<file path="src/rtl/hfa_pkg.sv">
`timescale 1ns / 1ps
package hfa_pkg;

	// default number of hole entries
	localparam int MAX_HOLES_DEF = 16;

	// field widths
	localparam int SIZE_W   = 16;
	localparam int NUM_W    = 16;
	localparam int SEL_W    = 4;
	localparam int POLICY_W = 2;
	localparam int COUNT_W  = 5;

	// request kinds
	localparam logic KIND_LOAD    = 1'b0;
	localparam logic KIND_REQUEST = 1'b1;

	// fit policies
	localparam logic [POLICY_W-1:0] POLICY_FIRST = 2'd0;
	localparam logic [POLICY_W-1:0] POLICY_BEST  = 2'd1;
	localparam logic [POLICY_W-1:0] POLICY_WORST = 2'd2;

	// register index, taken from the word address bit
	localparam logic REG_POLICY = 1'b0;
	localparam logic REG_COUNT  = 1'b1;

	typedef struct packed {
		logic              kind;
		logic [SEL_W-1:0]  hole_select;
		logic [SIZE_W-1:0] amount;
	} hfa_in_t;

	typedef struct packed {
		logic [NUM_W-1:0] request_number;
		logic             granted;
		logic [SEL_W-1:0] chosen_hole;
	} hfa_out_t;

	typedef struct packed {
		logic [POLICY_W-1:0] fit_policy;
		logic [COUNT_W-1:0]  hole_count;
	} hfa_cfg_t;

	typedef enum logic [1:0] {
		ST_IDLE,
		ST_SCAN,
		ST_UPDATE
	} hfa_state_t;

endpackage

</file>
<file path="src/rtl/hfa_regs.sv">
`timescale 1ns / 1ps
module hfa_regs (
	input  logic             clk,
	input  logic             arst_n,
	input  logic             psel,
	input  logic             penable,
	input  logic             pwrite,
	input  logic [2:0]       paddr,
	input  logic [31:0]      pwdata,
	output logic [31:0]      prdata,
	output logic             pready,
	output hfa_pkg::hfa_cfg_t cfg
);
	import hfa_pkg::*;

	logic [POLICY_W-1:0] policy_q;
	logic [COUNT_W-1:0]  count_q;
	logic                wr_en;

	assign pready = 1'b1;
	assign wr_en  = psel && penable && pwrite;

	// register writes
	always_ff @(posedge clk or negedge arst_n) begin
		if (!arst_n) begin
			policy_q <= '0;
			count_q  <= '0;
		end else if (wr_en) begin
			unique case (paddr[2])
				REG_POLICY: policy_q <= pwdata[POLICY_W-1:0];
				REG_COUNT:  count_q  <= pwdata[COUNT_W-1:0];
				default: ;
			endcase
		end
	end

	// read mux
	always_comb begin
		prdata = '0;
		unique case (paddr[2])
			REG_POLICY: prdata[POLICY_W-1:0] = policy_q;
			REG_COUNT:  prdata[COUNT_W-1:0]  = count_q;
			default: ;
		endcase
	end

	assign cfg.fit_policy = policy_q;
	assign cfg.hole_count = count_q;

endmodule

</file>
<file path="src/rtl/hfa_scan.sv">
`timescale 1ns / 1ps
module hfa_scan #(
	parameter int MAX_HOLES = hfa_pkg::MAX_HOLES_DEF
) (
	input  logic              clk,
	input  logic              arst_n,
	input  hfa_pkg::hfa_cfg_t cfg,
	input  logic              start,
	input  hfa_pkg::hfa_in_t  in_word,
	output logic              busy,
	output logic              done,
	output hfa_pkg::hfa_out_t out_word
);
	import hfa_pkg::*;

	localparam int IW = (MAX_HOLES > 1) ? $clog2(MAX_HOLES) : 1;
	localparam int LW = $clog2(MAX_HOLES + 1);

	hfa_state_t state_q, state_d;

	logic [SIZE_W-1:0] mem [MAX_HOLES];
	logic [SIZE_W-1:0] rd_q;
	logic [IW-1:0]     rd_addr;

	logic [LW-1:0]     cnt_q, limit_q;
	logic [SIZE_W-1:0] amt_q, best_q;
	logic [IW-1:0]     pick_q;
	logic              found_q;
	logic [NUM_W-1:0]  req_q;
	logic              done_q;
	hfa_out_t          out_q;

	logic [IW-1:0]     idx;
	logic [SIZE_W:0]   diff;
	logic [SIZE_W-1:0] left;
	logic              fits, take, at_end, is_first, accept, load_ok;

	assign accept   = start && (state_q == ST_IDLE);
	assign load_ok  = 32'(in_word.hole_select) < MAX_HOLES;
	assign idx      = cnt_q[IW-1:0];
	assign at_end   = (cnt_q == limit_q);
	assign is_first = !(cfg.fit_policy == POLICY_BEST || cfg.fit_policy == POLICY_WORST);

	// shared subtract and compare unit, one hole per cycle
	assign diff = {1'b0, rd_q} - {1'b0, amt_q};
	assign fits = !diff[SIZE_W];
	assign left = diff[SIZE_W-1:0];

	always_comb begin
		priority if (cfg.fit_policy == POLICY_BEST)
			take = fits && (!found_q || left < best_q);
		else if (cfg.fit_policy == POLICY_WORST)
			take = fits && (!found_q || left > best_q);
		else
			take = fits;
	end

	// read address runs one hole ahead of the compare
	assign rd_addr = (state_q == ST_SCAN) ? IW'(idx + 1'b1) : '0;

	// hole size table
	always_ff @(posedge clk) begin
		rd_q <= mem[rd_addr];
		if (accept && in_word.kind == KIND_LOAD && load_ok)
			mem[IW'(in_word.hole_select)] <= in_word.amount;
		else if (state_q == ST_UPDATE && found_q)
			mem[pick_q] <= best_q;
	end

	// sequencer state
	always_ff @(posedge clk or negedge arst_n) begin
		if (!arst_n)
			state_q <= ST_IDLE;
		else
			state_q <= state_d;
	end

	always_comb begin
		state_d = state_q;
		unique case (state_q)
			ST_IDLE: begin
				if (accept && in_word.kind == KIND_REQUEST)
					state_d = ST_SCAN;
			end
			ST_SCAN: begin
				if (at_end || (take && is_first))
					state_d = ST_UPDATE;
			end
			ST_UPDATE: state_d = ST_IDLE;
			default:   state_d = ST_IDLE;
		endcase
	end

	// scan working registers
	always_ff @(posedge clk) begin
		if (accept && in_word.kind == KIND_REQUEST) begin
			amt_q   <= in_word.amount;
			cnt_q   <= '0;
			found_q <= 1'b0;
			if (32'(cfg.hole_count) > MAX_HOLES)
				limit_q <= LW'(MAX_HOLES);
			else
				limit_q <= LW'(cfg.hole_count);
		end else if (state_q == ST_SCAN && !at_end) begin
			cnt_q <= LW'(cnt_q + 1'b1);
			if (take) begin
				found_q <= 1'b1;
				pick_q  <= idx;
				best_q  <= left;
			end
		end
	end

	// result word and running request number
	always_ff @(posedge clk or negedge arst_n) begin
		if (!arst_n) begin
			done_q <= 1'b0;
			req_q  <= '0;
		end else begin
			done_q <= (state_q == ST_UPDATE);
			if (state_q == ST_UPDATE)
				req_q <= NUM_W'(req_q + 1'b1);
		end
	end

	always_ff @(posedge clk) begin
		if (state_q == ST_UPDATE) begin
			out_q.request_number <= req_q;
			out_q.granted        <= found_q;
			out_q.chosen_hole    <= found_q ? SEL_W'(pick_q) : '0;
		end
	end

	assign busy     = (state_q != ST_IDLE);
	assign done     = done_q;
	assign out_word = out_q;

endmodule

</file>
<file path="src/rtl/hole_fit_allocator.sv">
`timescale 1ns / 1ps
// load word: busy stays low, next word may follow at once
// request word: scan of min(hole_count, MAX_HOLES) holes, one per cycle through one
// subtract and compare unit, then an update state that writes the table; done is registered
// from the update state, and first fit stops early at the first hole that fits
// busy covers scan and update, next word taken once busy is low again; no stall
// reset clears the registers, the request number and the sequencer; hole sizes are not cleared
module hole_fit_allocator #(
	parameter int MAX_HOLES = hfa_pkg::MAX_HOLES_DEF
) (
	input  logic              clk,
	input  logic              arst_n,
	input  logic              start,
	output logic              busy,
	input  hfa_pkg::hfa_in_t  in_word,
	output logic              done,
	output hfa_pkg::hfa_out_t out_word,
	input  logic              psel,
	input  logic              penable,
	input  logic              pwrite,
	input  logic [2:0]        paddr,
	input  logic [31:0]       pwdata,
	output logic [31:0]       prdata,
	output logic              pready
);
	import hfa_pkg::*;

	hfa_cfg_t cfg;

	// configuration registers
	hfa_regs u_regs (
		.clk     (clk),
		.arst_n  (arst_n),
		.psel    (psel),
		.penable (penable),
		.pwrite  (pwrite),
		.paddr   (paddr),
		.pwdata  (pwdata),
		.prdata  (prdata),
		.pready  (pready),
		.cfg     (cfg)
	);

	// hole table and scan sequencer
	hfa_scan #(
		.MAX_HOLES (MAX_HOLES)
	) u_scan (
		.clk      (clk),
		.arst_n   (arst_n),
		.cfg      (cfg),
		.start    (start),
		.in_word  (in_word),
		.busy     (busy),
		.done     (done),
		.out_word (out_word)
	);

endmodule

</file>
<file path="config.mk">
export PLATFORM = sky130hd
export DESIGN_NAME = hole_fit_allocator
export DESIGN_NICKNAME = d
export VERILOG_FILES = /design/src/rtl/hfa_pkg.sv /design/src/rtl/hfa_regs.sv /design/src/rtl/hfa_scan.sv /design/src/rtl/hole_fit_allocator.sv
export SDC_FILE = /design/constraint.sdc
export NUM_CORES = 1
export LEC_CHECK = 0
export ABC_CLOCK_PERIOD_IN_PS = 9100
export BUFFER_PORTS_ARGS = -buffer_cell sky130_fd_sc_hd__buf_2
export CORE_MARGIN = 4
export CORE_UTILIZATION = 30
export CTS_CLUSTER_DIAMETER = 120
export DETAILED_ROUTE_END_ITERATION = 8
export SETUP_SLACK_MARGIN = 0.2
export SYNTH_ARGS = -nofsm -noshare
export SYNTH_HDL_FRONTEND = slang
export SYNTH_SLANG_ARGS = --single-unit
</file>
<file path="constraint.sdc">
create_clock -name clk -period 9.1 [get_ports clk]
set_input_delay 1.82 -clock clk [delete_from_list [all_inputs] [get_ports clk]]
set_output_delay 1.82 -clock clk [all_outputs]
set_load 0.01 [all_outputs]
</file>
Yosys cells after proc, flatten, opt, wreduce, memory -nomap -nowiden
Memory sizes are Yosys's and may differ from the RTL's. A register that Yosys moved wholly into a read port is not among the register bits. Cells that the tools add are included.

Memories: 1. Input bits: 62. Bits in registers: 94. Output and inout bits: 56. Bits in writable memories: 256.

Memories: u_scan.mem (depth 16, width 16, rd ports 1, clocked after Yosys merged registers in 1, write ports 1, line hfa_scan.sv:21) `logic [SIZE_W-1:0] mem [MAX_HOLES];`.

Reductions and logical operators: 26. Bitwise operators: 3. Add/subtract/negate cells: 4. Multiplexer cells: 16. Equal/unequal tests: 7. Magnitude comparators: 3.

Operators with widths (count): 16-bit by 16-bit subtractor with 17-bit output (1); 16-bit by 1-bit adder with 16-bit output, second input constant (1); 16-bit greater-than comparator (1); 16-bit less-than comparator (1); 16-bit 2-to-1 mux (1); 16-bit OR reduction (1); 1-bit logical AND (10); 1-bit 2-to-1 mux (8); 4-bit 2-to-1 mux (2); 2-bit case mux with 2 select lines (2); 2-bit AND reduction (4); 5-bit by 1-bit adder with 5-bit output, second input constant (1); 5-bit == test (1); 5-bit greater-than comparator, second input constant (1); 4-bit by 1-bit adder with 4-bit output, second input constant (1); 2-bit by 1-bit == test with 1-bit output, second input constant (2); 2-bit == test, second input constant (2); 1-bit logical NOT (4); 1-bit logical OR (4); 2-bit 2-to-1 mux (2); 2-bit inequality test, second input constant (2); 3-bit 2-to-1 mux (1); 1-bit inverter (3); 3-bit AND reduction (1); 2 further kinds (2).

Longest topological paths before layout
Gate-level depths: netlist (run 1).

Depth after elaboration: 10. Mapped depth: 17.

Cells and area by module
From an unflattened synthesis (run 1), not the netlist that was laid out.

Cells, all modules: 1072. Area total of the unflattened synthesis: 15590.0 um^2.

By module, submodules not included: hfa_scan (sequential area each 10465.0 um^2, times used 1, area each 15055.7 um^2, cells an instance 1021); hfa_regs (sequential area each 175.2 um^2, times used 1, area each 534.3 um^2, cells an instance 51).

Worst setup path after synthesis (run 1)
No wires, ideal clock.

Kind: reg-to-reg. Start point: register u_scan.rd_q[0] (read register of u_scan.mem). End point: register u_scan.best_q[0] (enable). Setup time: 0.397 ns. Path slack: 4.686 ns. Stages on the path, launching flop included: 18. Required time: 8.703 ns. Data arrival time: 4.017 ns. Buffers on the path: 0. Cells stage by stage: dfxtp_1 inv_1 ha_1 inv_1 fa_1 a211oi_1 nor2_1 a221oi_2 nand2b_1 nor2b_1 xnor2_1 ha_1 nand4_1 nor4_1 a21boi_0 o31ai_1 o311a_1 nor2_1.

Cells in the longest elaborated chain, start to end: 7.

Ends and longest elaborated chain: start, declared (line hfa_scan.sv:22) `logic [SIZE_W-1:0] rd_q;`; 16-bit by 16-bit subtractor with 17-bit output (*) (line hfa_scan.sv:45) `assign diff = {1'b0, rd_q} - {1'b0, amt_q};`; named net u_scan.diff[12] (line hfa_scan.sv:34) `logic [SIZE_W:0] diff;`; 16-bit greater-than comparator (line hfa_scan.sv:53) `take = fits && (!found_q || left > best_q);`; 1-bit logical OR (line hfa_scan.sv:53); 1-bit logical AND (line hfa_scan.sv:53); 1-bit 2-to-1 mux (line hfa_scan.sv:52) `else if (cfg.fit_policy == POLICY_WORST)`; 1-bit 2-to-1 mux (*) (line hfa_scan.sv:50) `priority if (cfg.fit_policy == POLICY_BEST)`; 3-bit AND reduction (no line) (*); end signal, assigned (line hfa_scan.sv:109) `best_q <= left;`; end, declared (line hfa_scan.sv:26) `logic [SIZE_W-1:0] amt_q, best_q;`.

The timed path passes the listed nets; every way through them passes the cells marked *. A chain may end at the register's enable or synchronous reset.

Worst setup path after layout (run 1)
Start point: register u_scan.amt_q[0]. End point: register u_scan.best_q[9] (enable).

Cells in the longest elaborated chain, start to end: 7.

Ends and longest elaborated chain: start, declared (line hfa_scan.sv:26); start signal, assigned (line hfa_scan.sv:97) `amt_q <= in_word.amount;`; 16-bit by 16-bit subtractor with 17-bit output (*) (line hfa_scan.sv:45); named net u_scan.diff[14] (line hfa_scan.sv:34); 16-bit greater-than comparator (line hfa_scan.sv:53); 1-bit logical OR (line hfa_scan.sv:53); 1-bit logical AND (line hfa_scan.sv:53); 1-bit 2-to-1 mux (line hfa_scan.sv:52); 1-bit 2-to-1 mux (*) (line hfa_scan.sv:50); 3-bit AND reduction (no line) (*).

Marked as above.

==> results of run 1 <==
[metal layers]
| layer | wire length [um] | track usage [%] |
|---|---|---|
| met2 | 16800 | 20.2 |
| met1 | 14900 | 15.3 |
| met4 | 884 | 3.65 |
| met5 | 0 | 0 |
| met3 | 1540 | 2.29 |
[final cells by class]
cell class,instances,share of cell area [%]
Sequential cell,366,59.2
Inverter,43,0.897
Clock buffer,51,6.13
Antenna cell,1,0.0139
Tap cell,680,4.73
Timing Repair Buffer,100,3.34
Multi-Input combinational cell,612,24.6
Clock inverter,16,1.11
[registers in the layout (all words and copies together) (netlist names)]
name             cells
u_scan.mem         256
u_scan.out_word     21
u_scan.amt_q        16
u_scan.best_q       16
u_scan.rd_q         16
u_scan.req_q        16
u_regs.count_q       5
u_scan.cnt_q         5
u_scan.limit_q       5
u_scan.pick_q        4
u_regs.policy_q      2
u_scan.state_q       2
u_scan.done          1
u_scan.found_q       1
[cells by family (layout without fill, tap and decap cells)]
logic type / after synthesis / in the layout
AOI/OAI and AO/OA: 176 / 176
and+or+nand+nor: 245 / 245
adders and majority gates: 37 / 37
DFF: 366 / 366
buffers and inverters: 115 / 210
xor gates and xnor gates: 38 / 38
other: 2 / 29
muxes: 88 / 88
[worst max-delay path by stage]
stage                                    from                           to  cells after the start
floorplan              u_scan.rd_q[0]$_DFF_P_   u_scan.best_q[0]$_DFFE_PP_                     17
global placement       u_scan.rd_q[0]$_DFF_P_   u_scan.best_q[9]$_DFFE_PP_                     18
detailed placement  u_scan.amt_q[0]$_DFFE_PP_   u_scan.best_q[9]$_DFFE_PP_                     17
CTS                 u_scan.amt_q[0]$_DFFE_PP_   u_scan.best_q[4]$_DFFE_PP_                     17
global route           u_scan.rd_q[0]$_DFF_P_  u_scan.best_q[11]$_DFFE_PP_                     18
finish              u_scan.amt_q[0]$_DFFE_PP_   u_scan.best_q[9]$_DFFE_PP_                     17
[power by group through the flow]
stage	clock network, mW	logic, mW	registers, mW
after floorplan	0	1.30	2.18
after global placement	0	1.66	2.24
after detailed placement	0	1.69	2.24
after CTS	1.64	1.69	2.21
after global routing	1.71	1.86	2.23
final	1.60	1.68	2.21
[layout by cell type (no fill, tap or decap), types with 28 or more instances in the layout]
cell type / count
nor2b_1: 38
nor2_1: 32
inv_1: 43
nand2_1: 103
a21oi_1: 32
edfxtp_1: 318
conb_1: 28
ha_1: 36
buf_2: 60
clkbuf_16: 41
mux2i_1: 64
buf_4: 40
a211oi_1: 50
[through the flow]
stage / cell area [um2] / worst slack (ns) / instances
floorplan: 15700 / 4.69 / 1093
global placement: 16700 / 4.17 / 1801
detailed placement: 16700 / 4.05 / 1801
CTS: 18000 / 4.05 / 1868
global route: 18000 / 3.85 / 1868
finish: 18000 / 4.12 / 1869
[critical path: stages, from the launching register on]
cell and delay [ns]:
edfxtp_1 0.33, ha_1 0.17, inv_1 0.07, fa_1 0.43
a211oi_1 0.25, nor2_1 0.18, a221oi_2 0.43, nand2b_1 0.18
a21oi_1 0.08, xor2_1 0.17, ha_1 0.31, nand4_1 0.14
nor4_1 0.72, a21boi_0 0.35, o31ai_1 0.12, o311a_1 0.24
nor2_2 0.14, buf_4 0.32
[cells in the mapped netlist (4+ instances only)]
cell type  count  share of area [%]
and2_1         8               0.32
dfxtp_1       22                2.8
buf_2         17               0.55
nor2_1        35               0.84
xor2_1        13               0.73
nor3b_1        7               0.34
xnor2_1       25                1.4
mux4_2        16                2.3
nand2_1      103                2.5
a21o_1         8               0.39
nor2b_1       38                1.5
a211oi_1      50                2.4
and4_1         4               0.22
nor3_1         6               0.19
clkbuf_1      18               0.43
a31oi_1       21               0.84
nand4_1        6               0.24
inv_1         43                1.0
mux2_2         8               0.58
ha_1          36                2.9
o21ai_0       27               0.87
edfxtp_1     318                 61
dfrtp_1       26                4.2
mux2i_1       64                4.1
buf_4         31                1.5
and3_1         6               0.24
a21oi_1       32                1.0
nand3_1       18               0.58
a311oi_1      16               0.90
==> flow_summary.toml, run 1 <==
[outcome]
run_status = "complete, no violations"

[timing]
finalCritPeriodShare_pct = 54.7
finalMaxSlewViolations = 0
rsz0062_at_grt = "false"
max_slew_margin_pct = 29.1
fin_skew_ns = 0.00942
worstMarginPinSlew_ns = 1.06
period_minus_slack_ns = 4.98
fin_tns_setup_ns = 0
setup_violations = 0
final.hold.worst_slack_ns = 0.483
final_hold_viol_count = 0
max_clock_freq_mhz = 201

[yosys]
synth-async-reset-ratio_pct = 7.10
synth_xor_area_share_pct = 2.14
yosys_register_bits = 366
synth_compound_area_share_pct = 7.78
synth_top_family_by_area = "compound AO/OA/AOI/OAI gates"
synth_ff_type = "edfxtp_1"
synth_area_um2 = 15600
muxShareOfSynthArea_pct = 7.00
synth_edf_count = 318
yosys.area_share.simple_pct = 7.62
synth_area_per_cell_um2 = 14.6
synth_cells = 1067
synth.yosys.seq_area_share_pct = 68.3
yosys_warnings = 0
synthAdderAreaFrac_pct = 3.02
synth.distinct_cells = 65

[cells_and_area]
drive_above_1_share_pct = 16.2
fill_cells = 4950
layout.nets = 1260
area_growth_pct = 15.5
seqCellArea_um2 = 10600
fin_util_pct = 35.0
multi_input_area_um2 = 4430

[power_and_ir_drop]
power.internal_mw = 3.74
p_sw_share_pct = 31.8
peakVddDrop_v = 0.000148
p_sw_mw = 1.74
p_leak_nw = 6.59
pwr-share-comb_pct = 30.6
powerDensity_nw_per_um2 = 305
sequentialPowerShare_pct = 40.3
clockPowerShare_pct = 29.1
p_total_mw = 5.48

[setup_path]
r2r_setup_slack_ns = 4.12
reg2reg_depth = 17
critical_path_class = "flop to flop"
required_ns = 9.29
end_kind = "flop"
worst_ep_arrival_time_ns = 5.17
reg2reg_from = "u_scan.amt_q[0]$_DFFE_PP_"
start_kind = "flop"
reg2reg_to = "u_scan.best_q[9]$_DFFE_PP_"
cp_max_fo = 20

[cts]
numCtsBuffers = 38
cts_root_buffer = "clkbuf_16"
cts_sinks = 366
cts_tree = "built"
cts.path.max_buffers = 3
h-tree-depth = 2
clk_pin_slew_worst_paths_ns = 0.06
post-cts-setup-buffers = 0
clk_latency_ns = 0.53
cts-resized-gates = 0
ctsHoldBuffers = 0

[floorplanning]
start_util_pct = 30.3
core_um2 = 51400
die_w_um = 236
dieHeight_um = 236
fp-row-count = 83
ios = 118
dieArea_um2 = 55600

[route]
wl_per_cell_um = 18.2
vias = 8754
via_per_inst = 4.68
routed_wl_um = 34100
final_antenna_net_count = 0
drc_errors = 0
drt_iter0_markers = 554
detail_route.first_pass.iterations = 4

[global_routing]
grt.overflow.total = 0
first_global_vias = 8789
antenna_found_initial = 1
grt_pass1_wl_um = 51400
grt_usage_pct = 11.8
grt_max_degree = 81

[place]
io_buffers = 60
place.gp.congestion = 0.763
hpwl_um = 20900

[min_path]
hold_path_depth = 1
hp-class = "flop to flop"
hold-path-endpoint = "u_scan.req_q[13]$_DFFE_PN0P_"
min-delay-start = "u_scan.req_q[13]$_DFFE_PN0P_"

[flow_run]
maxCapViolations = 0
No activity file was read; power rests on OpenSTA's default activity.
==> inputs of run 2 (changes only) <==
--- a/config.mk
+++ b/config.mk
@@ -5,7 +5,7 @@
 export SDC_FILE = /design/constraint.sdc
 export NUM_CORES = 1
 export LEC_CHECK = 0
-export ABC_CLOCK_PERIOD_IN_PS = 9100
+export ABC_CLOCK_PERIOD_IN_PS = 4100
 export BUFFER_PORTS_ARGS = -buffer_cell sky130_fd_sc_hd__buf_2
 export CORE_MARGIN = 4
 export CORE_UTILIZATION = 30
==> constraint.sdc (replaced) <==
create_clock -name clk -period 4.1 [get_ports clk]
set_input_delay 0.82 -clock clk [delete_from_list [all_inputs] [get_ports clk]]
set_output_delay 0.82 -clock clk [all_outputs]
set_load 0.01 [all_outputs]
==> flow_summary.toml, run 2 (synthesis results as in run 1) <==
[outcome]
run_status = "complete, no violations"

[cells_and_area]
final_cell_mix = "edfxtp_1 (318), nand2_1 (103), mux2i_1 (64), buf_2 (60), buf_4 (59)"
drive_above_1_share_pct = 19.1
instances_no_fill = 1893
area_growth_pct = 16.7
antenna_cells = 0
largest_register_ffs = 256
top_register = "u_scan.mem"
final_common_cell = "edfxtp_1"
layout.nets = 1283

[cts]
cts_sinks = 366
ctsHoldBuffers = 0
cts_root_buffer = "clkbuf_16"
clk_pin_slew_worst_paths_ns = 0.06
numCtsBuffers = 37
cts_tree = "built"
cts.path.max_buffers = 3
clk_latency_ns = 0.53
h-tree-depth = 2

[global_routing]
grt.overflow.total = 0
antenna_found_initial = 0
first_global_vias = 8713
met2_usage_pct = 20.9
met3_usage_pct = 2.12
grt_busiest_layer = "met2"
met1_usage_pct = 15.7
grt_usage_pct = 12.0
grt_pass1_wl_um = 52100
grt_max_degree = 81

[route]
detail_route.first_pass.iterations = 5
wl_per_cell_um = 18.3
via_per_inst = 4.70
drt_iter0_markers = 560
routed_wl_um = 34600
drc_errors = 0
final_antenna_net_count = 0
vias = 8903

[place]
place.gp.congestion = 0.773
io_buffers = 60
placed_cells = 1814
hpwl_um = 20600
dpl_worst_slack_ns = -0.0793

[power_and_ir_drop]
powerDensity_nw_per_um2 = 675
clockPowerShare_pct = 25.8
p_leak_nw = 6.65
peakVddDrop_v = 0.000327
p_sw_mw = 4.03
pwr-share-comb_pct = 34.7
power.internal_mw = 8.25
sequentialPowerShare_pct = 39.5
p_sw_share_pct = 32.8

[timing]
finalCritPeriodShare_pct = 97.5
worstMarginPinSlew_ns = 1.14
setup_violations = 0
fin_skew_ns = 0.0223
rsz0062_at_grt = "true"
max_clock_freq_mhz = 250
period_minus_slack_ns = 4.00
max_slew_margin_pct = 23.9
final_hold_viol_count = 0
fin_ws_ns = 0.103
finalMaxSlewViolations = 0

[floorplanning]
dieArea_um2 = 55600
dieHeight_um = 236
core_um2 = 51400
die_w_um = 236
fp-row-count = 83
ios = 118
start_util_pct = 30.3

[setup_path]
worst_ep_arrival_time_ns = 4.27
end_kind = "flop"
critical_path_class = "flop to flop"
reg2reg_depth = 18
start_kind = "flop"
cp_max_fo = 8
required_ns = 4.38

[flow_run]
maxCapViolations = 0

[min_path]
hp-class = "input pin to async pin"
-- run 2: worst paths after layout --
check | start | endpoint | slack, ns
setup reg to reg | u_scan.amt_q[3]$_DFFE_PP_ | u_scan.best_q[3]$_DFFE_PP_ | 0.10
hold / removal | arst_n | u_regs.count_q[2]$_DFFE_PN0P_ | 0.31
min in group clk | in_word[9] | u_scan.amt_q[9]$_DFFE_PP_ | 0.48
max in group asynchronous | arst_n | u_scan.req_q[12]$_DFFE_PN0P_ | 3.38
hold reg to reg | u_scan.req_q[15]$_DFFE_PN0P_ | u_scan.req_q[15]$_DFFE_PN0P_ | 0.48
setup / recovery | u_scan.amt_q[3]$_DFFE_PP_ | u_scan.best_q[3]$_DFFE_PP_ | 0.10
-- run 2: cell type report --
cell class / count / area, um2
multi-input combinational: 612 / 4550
clock inverter: 17 / 105
fill: 4894 / 33200
timing repair buffer: 124 / 842
sequential: 366 / 10600
tap: 680 / 851
clock buffer: 51 / 1030
inverter: 43 / 161
-- run 2: metrics by stage --
stage	total power, mW	cell area, um2	setup TNS (ns)	util, %	hold WS [ns]
2_1_floorplan	7.72	15700	0	-	0.406
3_3_place_gp	8.79	16800	-1.01	32.7	0.476
3_5_place_dp	8.86	16800	-1.41	32.7	0.476
4_1_cts	12.3	18100	0	35.3	0.296
5_1_grt	13.0	18200	-0.173	35.4	0.342
6_report	12.3	18200	0	35.4	0.306
-- run 2: power by group through the flow --
stage / Clock, mW / Combinational (mW) / Sequential (mW)
floorplan: 0 / 2.88 / 4.84
global placement: 0 / 3.87 / 4.91
detailed placement: 0 / 3.93 / 4.93
CTS: 3.25 / 4.19 / 4.85
global route: 3.40 / 4.69 / 4.89
finish: 3.17 / 4.26 / 4.85
-- run 2: metal layers --
layer  vias up  share of wire, %
met3        39               4.5
met4         0               1.7
met2       195                51
met1      4477                43
met5         -                 0
li1       4192                 -
-- run 2: timing repair --
action                                  4_1_cts  5_1_grt
gates cloned                                  1        0
pin swaps                                    13       10
resized for setup                            12        8
setup buffers                                 8        2
endpoints found under the hold margin         0        0
endpoints found under the setup margin       23       23
-- run 2: worst max-delay path, cell delays in order, from the launching register on --
cell and delay, ns:
edfxtp_1 0.37, inv_1 0.07, ha_1 0.23, and2_4 0.16, a221o_1 0.32, a31oi_4 0.27, o21ai_2 0.11, a311oi_2 0.30
xnor2_1 0.19, ha_1 0.29, buf_4 0.14, a41o_1 0.19, a21oi_2 0.14, o2bb2ai_2 0.12, o31ai_2 0.25, o311a_4 0.26
nor2_4 0.04, buf_12 0.14, buf_12 0.14
==> inputs of run 3 (changes only) <==
--- a/config.mk
+++ b/config.mk
@@ -11,6 +11,7 @@
 export CORE_UTILIZATION = 30
 export CTS_CLUSTER_DIAMETER = 120
 export DETAILED_ROUTE_END_ITERATION = 8
+export PLACE_DENSITY = 0.52
 export SETUP_SLACK_MARGIN = 0.2
 export SYNTH_ARGS = -nofsm -noshare
 export SYNTH_HDL_FRONTEND = slang
==> flow_summary.toml, run 3 (synthesis results as in run 1) <==
[place]
place.gp.congestion = 0.750
place_area_um2 = 16900
hpwl_um = 21500
io_buffers = 60

[outcome]
run_status = "complete, no violations"

[cells_and_area]
drive_above_1_share_pct = 20.5
largest_register_ffs = 256
final_area_um2 = 18400
antenna_cells = 0
seqCellArea_um2 = 10600
layout.nets = 1294
top_register = "u_scan.mem"
multi_input_area_um2 = 4560
final_common_cell = "edfxtp_1"
final_cell_mix = "edfxtp_1 (318), nand2_1 (103), buf_4 (68), mux2i_1 (64), buf_2 (60)"
area_growth_pct = 18.0
fill_cells = 4880

[timing]
fin_tns_setup_ns = 0
finalMaxSlewViolations = 0
setup_violations = 0
period_minus_slack_ns = 3.96
final_hold_viol_count = 0
finalCritPeriodShare_pct = 96.6
max_slew_margin_pct = 31.6
worstMarginPinSlew_ns = 1.03
fin_skew_ns = 0.0268
max_clock_freq_mhz = 252
rsz0062_at_grt = "true"

[route]
routed_wl_um = 36200
wl_per_cell_um = 19.0
vias = 8911
via_per_inst = 4.68
drt_iter0_markers = 602
drc_errors = 0
detail_route.first_pass.iterations = 5
final_antenna_net_count = 0

[power_and_ir_drop]
powerDensity_nw_per_um2 = 687
p_leak_nw = 6.75
p_total_mw = 12.6
peakVddDrop_v = 0.000373

[global_routing]
first_global_vias = 8974
grt_max_degree = 72
grt.overflow.total = 0
grt_usage_pct = 12.7
grt_pass1_wl_um = 54800
antenna_found_initial = 0

[cts]
clk_pin_slew_worst_paths_ns = 0.06
cts_root_buffer = "clkbuf_16"
ctsHoldBuffers = 0
cts_sinks = 366
numCtsBuffers = 39
clk_latency_ns = 0.55
cts_tree = "built"
cts.path.max_buffers = 3
h-tree-depth = 2

[setup_path]
path_buf_inv = 6
cpMostUsedCell = "buf_4"
cp_max_fo = 8
critical_path_class = "flop to flop"
slowest_delay_ns = 0.35
end_kind = "flop"
required_ns = 4.34
cp_slowest_cell = "fa_2"
crit_chain = "inv_1 -> ha_2 -> inv_2 -> fa_2 -> a211oi_2 -> nor2_2 -> a221oi_4 -> nand2b_4 -> nor2b_1 -> xnor2_1 -> ha_1 -> nand4_1 -> nor4_2 -> buf_4 -> a21boi_4 -> buf_4 -> o311a_4 -> nor2_4 -> buf_6 -> buf_12"
cp_top_family = "compound AO/OA/AOI/OAI gates"
worst_ep_arrival_time_ns = 4.20
start_kind = "flop"

[floorplanning]
ios = 118
dieHeight_um = 236
die_w_um = 236
core_um2 = 51400
dieArea_um2 = 55600
fp-row-count = 83
start_util_pct = 30.3

[flow_run]
maxCapViolations = 0

[min_path]
hp-class = "input pin to async pin"
## run 3: worst paths after layout
kind | startpoint | slack [ns] | to | cells past startpoint
setup / recovery | u_scan.rd_q[0]$_DFF_P_ | 0.14 | u_scan.best_q[9]$_DFFE_PP_ | 20
hold / removal | arst_n | 0.28 | u_scan.req_q[4]$_DFFE_PN0P_ | 1
setup reg to reg | u_scan.rd_q[0]$_DFF_P_ | 0.14 | u_scan.best_q[9]$_DFFE_PP_ | 20
hold reg to reg | u_scan.req_q[15]$_DFFE_PN0P_ | 0.47 | u_scan.req_q[15]$_DFFE_PN0P_ | 1
max in group asynchronous | arst_n | 3.40 | u_regs.policy_q[0]$_DFFE_PN0P_ | 1
min in group clk | u_scan.req_q[15]$_DFFE_PN0P_ | 0.47 | u_scan.req_q[15]$_DFFE_PN0P_ | 1
## run 3: final cells by class
type	count	area share (%)
Clock inverter	17	1.12
Multi-Input combinational cell	612	24.8
Sequential cell	366	57.9
Inverter	43	0.878
Clock buffer	53	5.82
Timing Repair Buffer	133	4.90
Tap cell	680	4.63
## run 3: what timing repair did
| action | CTS | global route |
|---|---|---|
| gates resized for setup | 15 | 10 |
| setup endpoints to repair | 23 | 23 |
| pin swaps | 16 | 7 |
| buffers inserted | 8 | 3 |
| cloned | 1 | 0 |
## run 3: through the flow
step	utilization [%]	setup WS [ns]	hold WS (ns)	std cells
after floorplan	-	0.219	0.406	1093
after global placement	32.8	-0.0837	0.459	1822
after detailed placement	32.8	-0.0554	0.456	1822
after CTS	35.6	0.107	0.291	1901
after global routing	35.8	-0.0564	0.318	1904
final	35.8	0.139	0.281	1904
## run 3: routing by layer
metal  wire (um)  GRT usage [%]
met5           0              0
met4         700           3.33
met3        1480           1.84
met2       18000           21.8
met1       16000           16.9
## run 3: power by group
part / switching, mW / internal (mW) / total, mW / leakage [nW]
clock: 1.43 / 2.09 / 3.52 / 0.613
combinational: 2.50 / 1.78 / 4.28 / 2.74
sequential: 0.205 / 4.62 / 4.82 / 3.39
total: 4.14 / 8.49 / 12.6 / 6.75
